### config.mk
export PLATFORM = sky130hd
export DESIGN_NAME = crc8_response_frame_checker_unit
export DESIGN_NICKNAME = d
export VERILOG_FILES = /design/src/hdl/crc8rfc_pkg.sv /design/src/hdl/crc8_response_frame_checker_unit.sv /design/src/hdl/crc8rfc_frame_tracker.sv /design/src/hdl/crc8rfc_out_stage.sv
export SDC_FILE = /design/constraint.sdc
export NUM_CORES = 1
export LEC_CHECK = 0
export CAP_MARGIN = 0
export CORE_AREA = 4 4 83 85
export CTS_CLUSTER_SIZE = 14
export DETAILED_ROUTE_END_ITERATION = 6
export DIE_AREA = 0 0 87 89
export DONT_BUFFER_PORTS = 1
export PLACE_DENSITY_LB_ADDON = 0.05
export SLEW_MARGIN = 20
export SYNTH_ARGS = -nofsm -noshare
export SYNTH_HDL_FRONTEND = slang
export SYNTH_SLANG_ARGS = --single-unit
### constraint.sdc
create_clock -name clk -period 2.3 [get_ports clk]
set_clock_uncertainty 0.2 [all_clocks]
set_input_delay 0.23 -clock clk [delete_from_list [all_inputs] [get_ports clk]]
set_output_delay 0.23 -clock clk [all_outputs]
set_load 0.1 [all_outputs]
### src/hdl/crc8rfc_pkg.sv
// Shared constants, types and the CRC-8 byte update for the response frame checker.
`default_nettype none

package crc8rfc_pkg;

  // Longest frame accepted without the too-long flag, in bytes.
  localparam int MAX_FRAME = 128;
  // Byte counter holds 0 .. MAX_FRAME-1.
  localparam int IDX_W = $clog2(MAX_FRAME);
  // Frame length holds 1 .. MAX_FRAME.
  localparam int LEN_W = IDX_W + 1;

  localparam int BYTE_W = 8;
  localparam int COUNT_W = 7;
  localparam int COUNT_MAX = (1 << COUNT_W) - 1;
  // Address, command and CRC bytes around the payload.
  localparam int FRAME_OVERHEAD = 3;

  localparam logic [BYTE_W-1:0] CRC_POLY = 8'h07;
  localparam logic [BYTE_W-1:0] DEVICE_ADDRESS_RESET = 8'h1C;
  localparam logic [BYTE_W-1:0] EXPECTED_COMMAND_RESET = 8'h01;

  // Configuration port.
  localparam int CFG_IDX_W = 8;
  localparam logic [CFG_IDX_W-1:0] REG_DEVICE_ADDRESS = 8'd0;
  localparam logic [CFG_IDX_W-1:0] REG_EXPECTED_COMMAND = 8'd1;

  // Output tdata: payload_byte, frame_status, payload_count, zero pad.
  localparam int STATUS_W = 3;
  localparam int OUT_FIELDS_W = BYTE_W + STATUS_W + COUNT_W;
  localparam int OUT_DATA_W = ((OUT_FIELDS_W + 7) / 8) * 8;

  typedef enum logic [STATUS_W-1:0] {
    ST_OK     = 3'd0,
    ST_SHORT  = 3'd1,
    ST_HEADER = 3'd2,
    ST_CRC    = 3'd3,
    ST_LONG   = 3'd4
  } frame_status_t;

  typedef struct packed {
    logic [BYTE_W-1:0]  payload_byte;
    logic               payload_valid;
    logic               frame_done;
    frame_status_t      frame_status;
    logic [COUNT_W-1:0] payload_count;
  } result_t;

  // One byte through CRC-8, poly 0x07, MSB first, no reflection.
  function automatic logic [BYTE_W-1:0] crc8_update(input logic [BYTE_W-1:0] crc,
                                                    input logic [BYTE_W-1:0] b);
    logic [BYTE_W-1:0] v;
    v = crc ^ b;
    for (int k = 0; k < BYTE_W; k++) begin
      if (v[BYTE_W-1]) begin
        v = {v[BYTE_W-2:0], 1'b0} ^ CRC_POLY;
      end else begin
        v = {v[BYTE_W-2:0], 1'b0};
      end
    end
    return v;
  endfunction

endpackage

`default_nettype wire

### src/hdl/crc8_response_frame_checker_unit.sv
// Top level of the CRC-8 response frame checker.
//
// Input stream (s_*): one received byte per transaction, s_tlast high on the
// final byte of a frame, which is the CRC-8 (poly 0x07, init 0) over all
// earlier bytes. Byte 0 must match device_address, byte 1 expected_command.
// Output stream (m_*): at most one transaction per input byte. A payload
// byte is forwarded one byte late (m_tuser high) while the header matched
// and the frame is within MAX_FRAME bytes; the final byte produces a
// transaction with m_tlast high, the frame status and the payload count.
// Each result is registered and is on m_* the cycle after its byte is taken.
// Throughput: one byte per cycle unless the receiver stalls; CRC is a single combinational byte update
// and the output register refills in the cycle its transaction completes.
// Receiver stall: s_tready drops only while the output register holds a
// result and m_tready is low.
// Reset (rst, synchronous): frame state cleared, registers back to
// address 0x1C and command 0x01, output empty.
// Config writes (cfg_*) are always taken; write only while idle.
`default_nettype none

module crc8_response_frame_checker_unit
  import crc8rfc_pkg::*;
(
  input  wire logic                 clk,
  input  wire logic                 rst,
  // Input stream
  input  wire logic                 s_tvalid,
  output logic                      s_tready,
  input  wire logic [BYTE_W-1:0]    s_tdata,   // [7:0] rx_byte
  input  wire logic                 s_tlast,   // end_of_frame
  // Result stream
  output logic                      m_tvalid,
  input  wire logic                 m_tready,
  output logic [OUT_DATA_W-1:0]     m_tdata,   // [7:0] payload_byte, [10:8] frame_status,
                                               // [17:11] payload_count, [23:18] zero
  output logic                      m_tuser,   // [0] payload_valid
  output logic                      m_tlast,   // frame_done
  // Configuration write channel
  input  wire logic                 cfg_valid,
  output logic                      cfg_ready,
  input  wire logic [CFG_IDX_W-1:0] cfg_index,
  input  wire logic [BYTE_W-1:0]    cfg_data
);

  logic [BYTE_W-1:0] device_address;
  logic [BYTE_W-1:0] expected_command;

  logic    room;
  logic    accept;
  logic    has_result;
  result_t result;

  assign cfg_ready = 1'b1;

  always_ff @(posedge clk) begin
    if (rst) begin
      device_address   <= DEVICE_ADDRESS_RESET;
      expected_command <= EXPECTED_COMMAND_RESET;
    end else if (cfg_valid) begin
      unique case (cfg_index)
        REG_DEVICE_ADDRESS:   device_address   <= cfg_data;
        REG_EXPECTED_COMMAND: expected_command <= cfg_data;
        default: ;  // unknown index: write dropped
      endcase
    end
  end

  // Take a byte whenever the output register can take its result.
  assign s_tready = room;
  assign accept   = s_tvalid && s_tready;

  crc8rfc_frame_tracker u_tracker (
    .clk              (clk),
    .rst              (rst),
    .accept           (accept),
    .rx_byte          (s_tdata),
    .end_of_frame     (s_tlast),
    .device_address   (device_address),
    .expected_command (expected_command),
    .has_result       (has_result),
    .result           (result)
  );

  crc8rfc_out_stage u_out (
    .clk      (clk),
    .rst      (rst),
    .load     (accept && has_result),
    .result   (result),
    .room     (room),
    .m_tvalid (m_tvalid),
    .m_tready (m_tready),
    .m_tdata  (m_tdata),
    .m_tuser  (m_tuser),
    .m_tlast  (m_tlast)
  );

  // Input is never stalled while the output holds nothing.
  a_ready_when_empty: assert property (@(posedge clk) disable iff (rst)
    !m_tvalid |-> s_tready)
    else $error("input stalled with empty output");

  // A final byte always yields a closing transaction next cycle.
  a_eof_closes: assert property (@(posedge clk) disable iff (rst)
    accept && s_tlast |=> m_tvalid && m_tlast)
    else $error("final byte produced no closing transaction");

  // Pad bits above the packed fields stay zero.
  a_pad_zero: assert property (@(posedge clk) disable iff (rst)
    m_tvalid |-> m_tdata[OUT_DATA_W-1:OUT_FIELDS_W] == '0)
    else $error("nonzero pad in result data");

endmodule

`default_nettype wire

### src/hdl/crc8rfc_frame_tracker.sv
// Per-frame state: header check, running CRC, byte count and one-byte payload delay.
`default_nettype none

module crc8rfc_frame_tracker
  import crc8rfc_pkg::*;
(
  input  wire logic              clk,
  input  wire logic              rst,
  input  wire logic              accept,
  input  wire logic [BYTE_W-1:0] rx_byte,
  input  wire logic              end_of_frame,
  input  wire logic [BYTE_W-1:0] device_address,
  input  wire logic [BYTE_W-1:0] expected_command,
  output logic                   has_result,
  output result_t                result
);

  localparam logic [IDX_W-1:0] IDX_LAST = IDX_W'(MAX_FRAME - 1);

  logic [BYTE_W-1:0] running_crc, running_crc_next;
  logic [IDX_W-1:0]  byte_index, byte_index_next;
  logic [BYTE_W-1:0] held_byte, held_byte_next;
  logic              header_good, header_good_next;
  logic              overflowed, overflowed_next;

  logic              fwd;
  logic [LEN_W-1:0]  len;
  logic [LEN_W-1:0]  diff;
  logic              len_ok;

  always_comb begin
    fwd    = (byte_index >= IDX_W'(FRAME_OVERHEAD)) && header_good && !overflowed;
    len    = {1'b0, byte_index} + LEN_W'(1);
    len_ok = len >= LEN_W'(FRAME_OVERHEAD);
    diff   = len - LEN_W'(FRAME_OVERHEAD);

    result.payload_byte  = fwd ? held_byte : '0;
    result.payload_valid = fwd;
    result.frame_done    = end_of_frame;
    result.frame_status  = ST_OK;
    result.payload_count = '0;
    if (end_of_frame) begin
      if (overflowed)                result.frame_status = ST_LONG;
      else if (!len_ok)              result.frame_status = ST_SHORT;
      else if (!header_good)         result.frame_status = ST_HEADER;
      else if (rx_byte != running_crc) result.frame_status = ST_CRC;
      if (!overflowed && len_ok) begin
        if (32'(diff) > 32'(COUNT_MAX)) result.payload_count = COUNT_W'(COUNT_MAX);
        else                            result.payload_count = COUNT_W'(diff);
      end
    end
    has_result = end_of_frame || fwd;

    running_crc_next = running_crc;
    byte_index_next  = byte_index;
    held_byte_next   = held_byte;
    header_good_next = header_good;
    overflowed_next  = overflowed;
    if (accept) begin
      if (end_of_frame) begin
        running_crc_next = '0;
        byte_index_next  = '0;
        held_byte_next   = '0;
        header_good_next = 1'b1;
        overflowed_next  = 1'b0;
      end else begin
        if (byte_index == IDX_W'(0) && rx_byte != device_address)   header_good_next = 1'b0;
        if (byte_index == IDX_W'(1) && rx_byte != expected_command) header_good_next = 1'b0;
        running_crc_next = crc8_update(running_crc, rx_byte);
        held_byte_next   = rx_byte;
        if (byte_index >= IDX_LAST) overflowed_next = 1'b1;
        else                        byte_index_next = byte_index + IDX_W'(1);
      end
    end
  end

  always_ff @(posedge clk) begin
    if (rst) begin
      running_crc <= '0;
      byte_index  <= '0;
      held_byte   <= '0;
      header_good <= 1'b1;
      overflowed  <= 1'b0;
    end else begin
      running_crc <= running_crc_next;
      byte_index  <= byte_index_next;
      held_byte   <= held_byte_next;
      header_good <= header_good_next;
      overflowed  <= overflowed_next;
    end
  end

  // A closed frame leaves the tracker in its reset state.
  a_frame_clears: assert property (@(posedge clk) disable iff (rst)
    accept && end_of_frame |=> byte_index == '0 && running_crc == '0
                               && header_good && !overflowed)
    else $error("frame state not cleared after final byte");

  // Overflow only happens with the counter parked at its top.
  a_overflow_saturates: assert property (@(posedge clk) disable iff (rst)
    overflowed |-> byte_index == IDX_LAST)
    else $error("overflow flag set below byte bound");

  // Status and count are zero outside the closing result.
  a_status_idle: assert property (@(posedge clk) disable iff (rst)
    !result.frame_done |-> result.frame_status == ST_OK && result.payload_count == '0)
    else $error("status or count nonzero outside frame end");

endmodule

`default_nettype wire

### src/hdl/crc8rfc_out_stage.sv
// Output register between the tracker and the result stream.
`default_nettype none

module crc8rfc_out_stage
  import crc8rfc_pkg::*;
(
  input  wire logic                  clk,
  input  wire logic                  rst,
  input  wire logic                  load,
  input  wire result_t               result,
  output logic                       room,
  output logic                       m_tvalid,
  input  wire logic                  m_tready,
  output logic [OUT_DATA_W-1:0]      m_tdata,
  output logic                       m_tuser,
  output logic                       m_tlast
);

  result_t held;
  logic    valid;

  // Register frees up in the same cycle its transaction completes.
  assign room = !valid || m_tready;

  always_ff @(posedge clk) begin
    if (rst) begin
      valid <= 1'b0;
    end else if (room) begin
      valid <= load;
    end
  end

  always_ff @(posedge clk) begin
    if (room && load) begin
      held <= result;
    end
  end

  assign m_tvalid = valid;
  assign m_tdata  = OUT_DATA_W'({held.payload_count, held.frame_status, held.payload_byte});
  assign m_tuser  = held.payload_valid;
  assign m_tlast  = held.frame_done;

  a_empty_has_room: assert property (@(posedge clk) disable iff (rst)
    !valid |-> room)
    else $error("empty output register refuses data");

  a_load_shows: assert property (@(posedge clk) disable iff (rst)
    room && load |=> valid)
    else $error("loaded result not presented");

  a_drain_empties: assert property (@(posedge clk) disable iff (rst)
    valid && m_tready && !load |=> !valid)
    else $error("taken result presented again");

endmodule

`default_nettype wire
Yosys cells after proc, flatten, opt, wreduce, memory -nomap -nowiden
Index checks and enable logic that the tools add are counted.
{ "totals": {"word_cells": 99, "out_inout_bits": 29, "inputBits": 30, "regBits": 62} }
{ "classes": {"eq_ne": 6, "add_sub_neg": 3, "n_lt_le_gt_ge": 4, "bitwise": 11, "n_mux": 36, "n_reduce_logical": 24} }
{ "op_table": {"columns": ["op", "count"], "rows": [
  ["8-bit 2-to-1 mux", 16],
  ["3-bit 2-to-1 mux", 11],
  ["8-bit inequality test", 3],
  ["3-bit NOT", 8],
  ["7-bit 2-to-1 mux", 3],
  ["2-bit AND reduction", 6],
  ["7-bit by 1-bit adder with 8-bit output, second input constant", 1],
  ["8-bit by 1-bit == test with 1-bit output, second input constant", 1],
  ["8-bit by 2-bit >= comparator with 1-bit output, second input constant", 1],
  ["8-bit by 7-bit greater-than comparator with 1-bit output, second input constant", 1],
  ["1-bit logical AND", 8],
  ["8-bit logical NOT", 1],
  ["8-bit by 2-bit subtractor with 8-bit output, second input constant", 1],
  ["8-bit bitwise XOR", 1],
  ["7-bit by 1-bit adder with 7-bit output, second input constant", 1],
  ["7-bit by 1-bit == test with 1-bit output, second input constant", 1],
  ["7-bit by 2-bit >= comparator with 1-bit output, second input constant", 1],
  ["7-bit >= comparator, second input constant", 1],
  ["7-bit logical NOT", 1],
  ["1-bit 2-to-1 mux", 5],
  ["3-bit nonzero test", 1],
  ["3-bit OR reduction", 1],
  ["1-bit logical NOT", 2],
  ["1-bit logical OR", 2],
  ["other kinds (5)", 6]
]} }

Depth between registers and ports, before layout
Gate-level depths: netlist (run 1).
{ "logic_depth": {"depth_word": 32, "ltp_mapped": 9} }

Cells and area by module
From an unflattened synthesis (run 1), not the netlist that was laid out.
{ "hier_totals": {"cells_unflattened": 354, "area_unflattened_um2": 3424.5} }
{ "modules_own_cells": {"columns": ["mod", "cells_each", "area_per_inst_um2", "n_inst"], "rows": [
  ["crc8rfc_frame_tracker", 246, 1951.9, 1],
  ["crc8_response_frame_checker_unit", 76, 768.2, 1],
  ["crc8rfc_out_stage", 32, 704.4, 1]
]} }

Least setup slack after synthesis (run 1)
OpenSTA, ideal clock, no wires.
{ "synth_path": {"kind": "register to register", "startpoint": "reg u_out.valid, in the netlist u_out.m_tvalid", "endpoint": "reg u_out.held (netlist bit u_out.m_tdata[0]) (enable)", "arrival_time_ps": 2982, "path_slack_ps": -1279, "path_buffers": 1, "stages_incl_launch_ff": 5, "required_ps": 1703, "period_less_slack_ps": 3579, "setup_ps": 397, "cell_sequence": "dfxtp_1 -> nand2b_1 -> nand2_1 -> clkbuf_1 -> nor2_1"} }
{ "synth_between": {"elab_chain_cells": 5} }
{ "synth_rtl": {"columns": ["item", "line", "rtl"], "rows": [
  ["start, declared", "crc8rfc_out_stage.sv:20", "logic valid;"],
  ["start signal, assigned", "crc8rfc_out_stage.sv:29", "valid <= load;"],
  ["1-bit logical NOT (*)", "crc8rfc_out_stage.sv:23", "assign room = !valid || m_tready;"],
  ["1-bit logical OR (*)", "crc8rfc_out_stage.sv:23", null],
  ["named net s_tready", "crc8_response_frame_checker_unit.sv:27", "output logic s_tready,"],
  ["1-bit logical AND", "crc8_response_frame_checker_unit.sv:69", "assign accept = s_tvalid && s_tready;"],
  ["1-bit logical AND", "crc8_response_frame_checker_unit.sv:86", ".load (accept && has_result),"],
  ["1-bit logical AND (*)", "crc8rfc_out_stage.sv:34", "if (room && load) begin"],
  ["end signal, assigned", "crc8rfc_out_stage.sv:35", "held <= result;"],
  ["end, declared", "crc8rfc_out_stage.sv:19", "result_t held;"]
]} }
The timed path passes the listed nets; every way through them passes the cells marked *.
A chain may end at the register's enable or synchronous reset.

Worst setup path in the final report (run 1)
{ "layout_path": {"startpoint": "reg u_tracker.byte_index[0]", "endpoint": "reg u_out.held (netlist bit u_out.m_tdata[16]) (data pin)"} }
{ "layout_between": {"elab_chain_cells": 4, "word_cells_on_any_way": 7, "cone_classes": "2 x add/sub; 2 x order compare; 1 x mux; 2 x reduce/logical"} }
{ "layout_rtl": {"columns": ["item", "line", "rtl"], "rows": [
  ["start, declared", "crc8rfc_frame_tracker.sv:21", "logic [IDX_W-1:0] byte_index, byte_index_next;"],
  ["start signal, assigned", "crc8rfc_frame_tracker.sv:86", "byte_index <= byte_index_next;"],
  ["7-bit by 1-bit adder with 8-bit output (*)", "crc8rfc_frame_tracker.sv:33", "len = {1'b0, byte_index} + LEN_W'(1);"],
  ["8-bit by 2-bit subtractor with 8-bit output or 8-bit by 2-bit >= comparator with 1-bit output (tied branches)", "crc8rfc_frame_tracker.sv:35, crc8rfc_frame_tracker.sv:34", null],
  ["8-bit by 7-bit greater-than comparator with 1-bit output or 1-bit logical AND (tied branches)", "crc8rfc_frame_tracker.sv:48, crc8rfc_frame_tracker.sv:47", null],
  ["7-bit 2-to-1 mux or 2-bit AND reduction (tied branches)", null, null]
]} }
Every way passes the cells marked *; elsewhere a longest branch is shown, timed or not.

==> metrics.yaml, run 1 <==
initial_core_util_pct: 55.2
antenna_found_initial: 0
instances_no_fill: 476
hold_end: "u_tracker.byte_index[0]"
crit_path_start: "u_tracker.byte_index[0]"
netlist_area_sq_mm: 0.00343
clk_latency_ns: 0.34
grt_usage_pct: 20.4
wire_per_inst_um: 15.5
start_kind: "register"
synth_seq_cells: 62
synth.area.top_cells: "dfxtp_1, edfxtp_1, xnor2_1, mux2i_1, nor2_1"
rr_endpoint: "u_out.m_tdata[16]"
ys_warn_count: 0
peakVddDrop_v: 0.000421
holdCritPathClass: "in -> reg"
power_density_mw_per_mm2: 682
drv_slew: 0
busiest_layer: "met2"
dr.pass1.iters: 4
slew_headroom_pct: 62.6
synthAdderAreaFrac_pct: 2.56
rsz0062_at_grt: "false"
met2_usage_pct: 32.2
syn_inst: 353
dp_cells: 438
routed_wl_um: 7380
rr_worst_depth: 7
yosysTopAreaCell: "dfxtp_1"
min-delay-start: "rst"
critical_path_required_ns: 2.18
pre_cts_slack_ns: -0.00712
synth_commonest_cells: "dfxtp_1, xnor2_1, nor2_1, a21oi_1, edfxtp_1"
grt_pass1_wl_um: 12200
r2r-start: "u_tracker.byte_index[0]"
worst_slew_pin_slew_ns: 0.561
layout-drive-gt1-share_pct: 17.8
whs_path_depth: 3
hpwl_um: 5010
seq_area_frac_synth_pct: 42.1
synth-compound-area-share_pct: 13.2
synth_cell_type_count: 57
synth.area.mux_share_pct: 4.09
cp_num_buf_inv: 1
crit_chain: "inv_1, ha_1, or4_4, o31ai_2, and2_4, a221oi_4, a211o_1"
tritoncts: "built"
ant_nets: 0
synth_top_family_by_area: "simple AND/OR/NAND/NOR gates"
synth_most_common_cell: "dfxtp_1"
core_sq_mm: 0.00620
synth_edf_count: 20
cts_max_level: 3
fin_util_pct: 66.4
p_leak_nw: 1.65
ys.flop_type: "dfxtp_1"
grt_util_met3_pct: 4.52
max_stage_delay_ns: 0.42
via_per_inst: 5.55
setup_viol: 0
status: "complete, no violations"
async_reset_ff_share_pct: 0
min_period_ns: 2.19
critical_path.max_fanout: 5
gp_congestion: 0.828
rows: 29
place_area_sq_mm: 0.00364
drc: 0
grt_pass1_vias: 2494
finalHoldViolCount: 0
clk_pin_slew_ns: 0.07
cts-root-buf: "clkbuf_8"
chipWidth_um: 87
clock-sinks: 62
overflow: 0
drt_iter0_markers: 163
critical_path_arrival_ns: 2.07
synth-xor-area-share_pct: 11.9
critical_path_class: "reg -> reg"
fin_ws_ns: 0.109
die_h_um: 89
power.total_mw: 2.81
fin_nets: 431
endpoint_kind: "register"
pin_count: 59
crit_family: "simple AND/OR/NAND/NOR gates"
clock_path_buffers: 2
synth-simple-area-share_pct: 19.5
met1_usage_pct: 27.1
portBuffers: 0
n_antenna_cell: 0
fin_area_sq_mm: 0.00412
slowest_stage: "or4_4"
areaGrowthSynthToFinish_pct: 20.2
rrSetupSlack_ns: 0.11
cts_made_buffers: 9
max_freq_mhz: 456
period_share_pct: 95.3
cap_viol_max_count: 0
grt_max_degree: 31
syn_area_per_cell_sq_um: 9.70
die_area_sq_mm: 0.00774
dr_total_vias: 2641
synth_top_area_share_pct: 24.5
==> metal layers <==
| layer | up-vias | wire, um |
|---|---|---|
| li1 | 1312 | - |
| met1 | 1247 | 3310 |
| met2 | 71 | 3480 |
| met3 | 11 | 467 |
| met4 | 0 | 124 |
| met5 | - | 0 |
==> stage by stage <==
| stage | setup TNS (ns) | hold slack [ns] |
|---|---|---|
| global route | 0 | 0.00863 |
| detailed placement | -0.00712 | 0.109 |
| floorplan | 0 | 0.129 |
| CTS | 0 | 0.000125 |
| finish | 0 | 0.00967 |
| global placement | 0 | 0.105 |
==> cell families after synthesis <==
kind of cell / after synthesis
and+or+nand+nor: 117
xor gates and xnor gates: 45
adders and majority gates: 7
buffers and inverters: 41
AOI/OAI and AO/OA: 65
DFF: 62
muxes: 14
other: 2
==> worst reg2reg max path, delay by kind of cell, from the launching register on <==
family | cells | cell delay [ns]
DFF | 1 | 0.36
and+or+nand+nor | 2 | 0.68
adders and majority gates | 1 | 0.23
AOI/OAI and AO/OA | 3 | 0.42
buffers and inverters | 1 | 0.06
==> worst max-delay path by stage <==
stage	slack, ns	end	cells past startpoint
3_5_place_dp	-0.007	u_out.m_tdata[9]	7
4_1_cts	0.008	u_out.m_tdata[9]	7
3_3_place_gp	0.05	u_out.m_tdata[9]	7
5_1_grt	0.01	u_out.m_tdata[16]	7
2_1_floorplan	0.01	u_out.m_tdata[16]	9
6_report	0.11	u_out.m_tdata[16]	7
==> state kept, by name (all words and copies together), names as in the netlist <==
register               count
u_tracker.header_good      1
u_tracker.running_crc      8
expected_command           8
u_tracker.held_byte        8
u_out.m_tuser              1
u_tracker.byte_index       7
u_tracker.overflowed       1
u_out.m_tdata             18
device_address             8
u_out.m_tlast              1
u_out.m_tvalid             1
==> cell type report <==
class,count,area (sq um)
clock buffers,14,184
clock inverters,2,37.5
fillers,511,2090
inverters,8,30.0
multi-input cells,255,1840
flip-flops and latches,62,1450
well taps,77,96.3
repair buffers,58,485
==> report_power, final <==
group          switching (mW)  leakage [nW]  internal (mW)
Clock                   0.417         0.108          0.627
Combinational           0.353          1.01          0.216
Sequential             0.0272         0.534           1.17
Total                   0.797          1.65           2.01
==> cells in the final DEF (no fill, tap or decap), types with 8 or more instances in the layout <==
master	instances
xnor2_1	40
dfxtp_1	39
buf_4	36
nor2_1	28
dlygate4sd3_1	21
a21oi_1	20
edfxtp_1	20
nand2_1	16
mux2i_1	14
clkbuf_8	11
and2_1	10
nand3b_1	10
inv_1	8
o21ai_1	8
==> timing repair <==
| item | in CTS | in global routing |
|---|---|---|
| gates resized for setup | 1 | 9 |
| hold endpoints to repair | 35 | 0 |
| endpoints found under the setup margin | 6 | 28 |
| buffers inserted | 0 | 0 |
| hold buffers | 22 | 0 |
Power figures use the tool's default switching activity.
==> run 2: changes to the inputs <==
PLACE_DENSITY_LB_ADDON = 0.25   (was 0.05)
==> metrics.yaml, run 2 (synthesis results as in run 1) <==
status: "complete, no violations"
cts_max_level: 3  # unchanged
largest_reg_flops: 18  # unchanged
setup_viol: 0  # unchanged
clk_pin_slew_ns: 0.07  # about the same
hold_ws_ns: 0.00858  # -0.00109 ns
clock_path_buffers: 2  # unchanged
routed_wl_um: 7140  # -3.3%
portBuffers: 0  # unchanged
power_frac_clock_pct: 35.4  # -1.7 points
max_freq_mhz: 458  # +0.47%
cp_num_buf_inv: 1  # unchanged
n_antenna_cell: 0  # unchanged
ant_nets: 0  # unchanged
grt_pass1_vias: 2483  # -0.44%
drt_iter0_markers: 149  # -8.6%
chipWidth_um: 87  # unchanged
p_leak_nw: 1.67  # +0.95%
initial_core_util_pct: 55.2  # unchanged
grt_max_degree: 31  # unchanged
core_sq_mm: 0.00620  # unchanged
period_share_pct: 94.8  # -0.44 points
critical_path_class: "reg -> reg"
fin_nets: 441  # +2.3%
peakVddDrop_v: 0.000518  # +23%
holdCritPathClass: "in -> reg"
wire_per_inst_um: 14.7  # -5.3%
start_kind: "register"
tritoncts: "built"
min_period_ns: 2.18  # -0.0102 ns
power_density_mw_per_mm2: 659  # -3.4%
rrSetupSlack_ns: 0.12  # about the same
pin_count: 59  # unchanged
crit_chain: "inv_1, ha_1, or4_4, o31ai_2, and2_4, mux2i_1, o31ai_1"
crit_family: "simple AND/OR/NAND/NOR gates"
drc: 0  # unchanged
cap_viol_max_count: 0  # unchanged
die_area_sq_mm: 0.00774  # unchanged
antenna_found_initial: 0  # unchanged
overflow: 0  # unchanged
slew_headroom_pct: 64.6  # +2.0 points
finalHoldViolCount: 0  # unchanged
worst_slew_pin_slew_ns: 0.527  # -0.0343 ns
critical_path_required_ns: 2.18  # about the same
fin_util_pct: 67.5  # +1.1 points
slowest_stage: "or4_4"
power.total_mw: 2.76  # -1.8%
critical_path_arrival_ns: 2.06  # about the same
swShare_pct: 29.3  # +1.0 points
fin_ws_ns: 0.119  # +0.0102 ns
rsz0062_at_grt: "false"
clock-sinks: 62  # unchanged
switching_power_mw: 0.810  # +1.7%
rows: 29  # unchanged
cts-root-buf: "clkbuf_8"
areaGrowthSynthToFinish_pct: 22.3
grt_pass1_wl_um: 11800  # -3.2%
die_h_um: 89  # unchanged
critical_path.max_fanout: 6  # +1
power_frac_comb_pct: 21.2  # +1.0 points
fin_setup_tns_ns: 0  # unchanged
layout-drive-gt1-share_pct: 18.3  # +0.54 points
drv_slew: 0  # unchanged
cell_internal_pwr_mw: 1.95  # -3.1%
via_per_inst: 5.36  # -3.4%
clk_latency_ns: 0.35  # about the same
hpwl_um: 4890  # -2.4%
cts_made_buffers: 9  # unchanged
gp_congestion: 0.876  # +5.8%
pwr-share-seq_pct: 43.4  # +0.8 points
grt_usage_pct: 19.8  # -0.62 points
pre_cts_slack_ns: -0.00523  # +0.00188 ns
final_common_cell: "xnor2_1"
most-common-layout-cells: "xnor2_1, dfxtp_1, buf_4, nor2_1, dlygate4sd3_1"
max_stage_delay_ns: 0.42  # about the same
dr.pass1.iters: 4  # unchanged
dr_total_vias: 2606  # -1.3%
endpoint_kind: "register"
==> run 2: cell count changes in the layout (fill, tap and decap cells not counted), sizes merged <==
cell and delta:
buf +3, bufinv -1, clkbuf -1, clkinv +1
clkinvlp +1, dlygate4sd3 +6, nor2 +1
==> run 2: worst paths after layout <==
kind                                              start                        to  depth (start not counted)
worst min register to register   u_tracker.held_byte[3]    u_tracker.held_byte[3]                          2
worst max-delay path            u_tracker.byte_index[0]         u_out.m_tdata[17]                          7
worst min-delay path                                rst  u_tracker.running_crc[6]                          2
worst max register to register  u_tracker.byte_index[0]         u_out.m_tdata[17]                          7
==> run 2: stage by stage <==
step                      cell area (sq um)  cells
after floorplan                        3460    358
after global placement                 3660    441
after detailed placement               3660    441
after CTS                              4160    485
after global routing                   4190    486
final                                  4190    486
==> run 2: timing repair <==
action                                  in CTS  in global routing
hold endpoints to repair                    37                  0
pin swaps                                    0                  1
resized for setup                            1                  9
hold buffers                                28                  0
endpoints found under the setup margin       3                 35
gates cloned                                 0                  1
setup buffers                                0                  0
==> run 2: final cells by class <==
class	count	area, sq um
inverters	8	30.0
repair buffers	67	568
clock buffers	13	191
flip-flops and latches	62	1450
well taps	77	96.3
multi-input cells	256	1830
fillers	470	2020
clock inverters	3	23.8
==> run 2: metal layers <==
layer	vias to the layer above	global-route usage, %	routed length (um)
li1	1332	-	-
met1	1207	24.9	3160
met2	60	32.8	3470
met3	7	5.62	454
met4	0	6.80	60
met5	-	0	0
==> run 2: power groups by stage <==
stage / combinational, mW / sequential (mW) / clock (mW)
2_1_floorplan: 0.367 / 1.32 / 0
3_3_place_gp: 0.517 / 1.22 / 0
3_5_place_dp: 0.523 / 1.22 / 0
4_1_cts: 0.574 / 1.20 / 1.00
5_1_grt: 0.627 / 1.20 / 1.05
6_report: 0.585 / 1.20 / 0.978
==> run 2: worst reg2reg max path, cell delays in order (launching register included) <==
cell,delay [ns]
dfxtp_2,0.37
inv_1,0.07
ha_1,0.23
or4_4,0.42
o31ai_2,0.09
and2_4,0.24
mux2i_1,0.21
o31ai_1,0.09
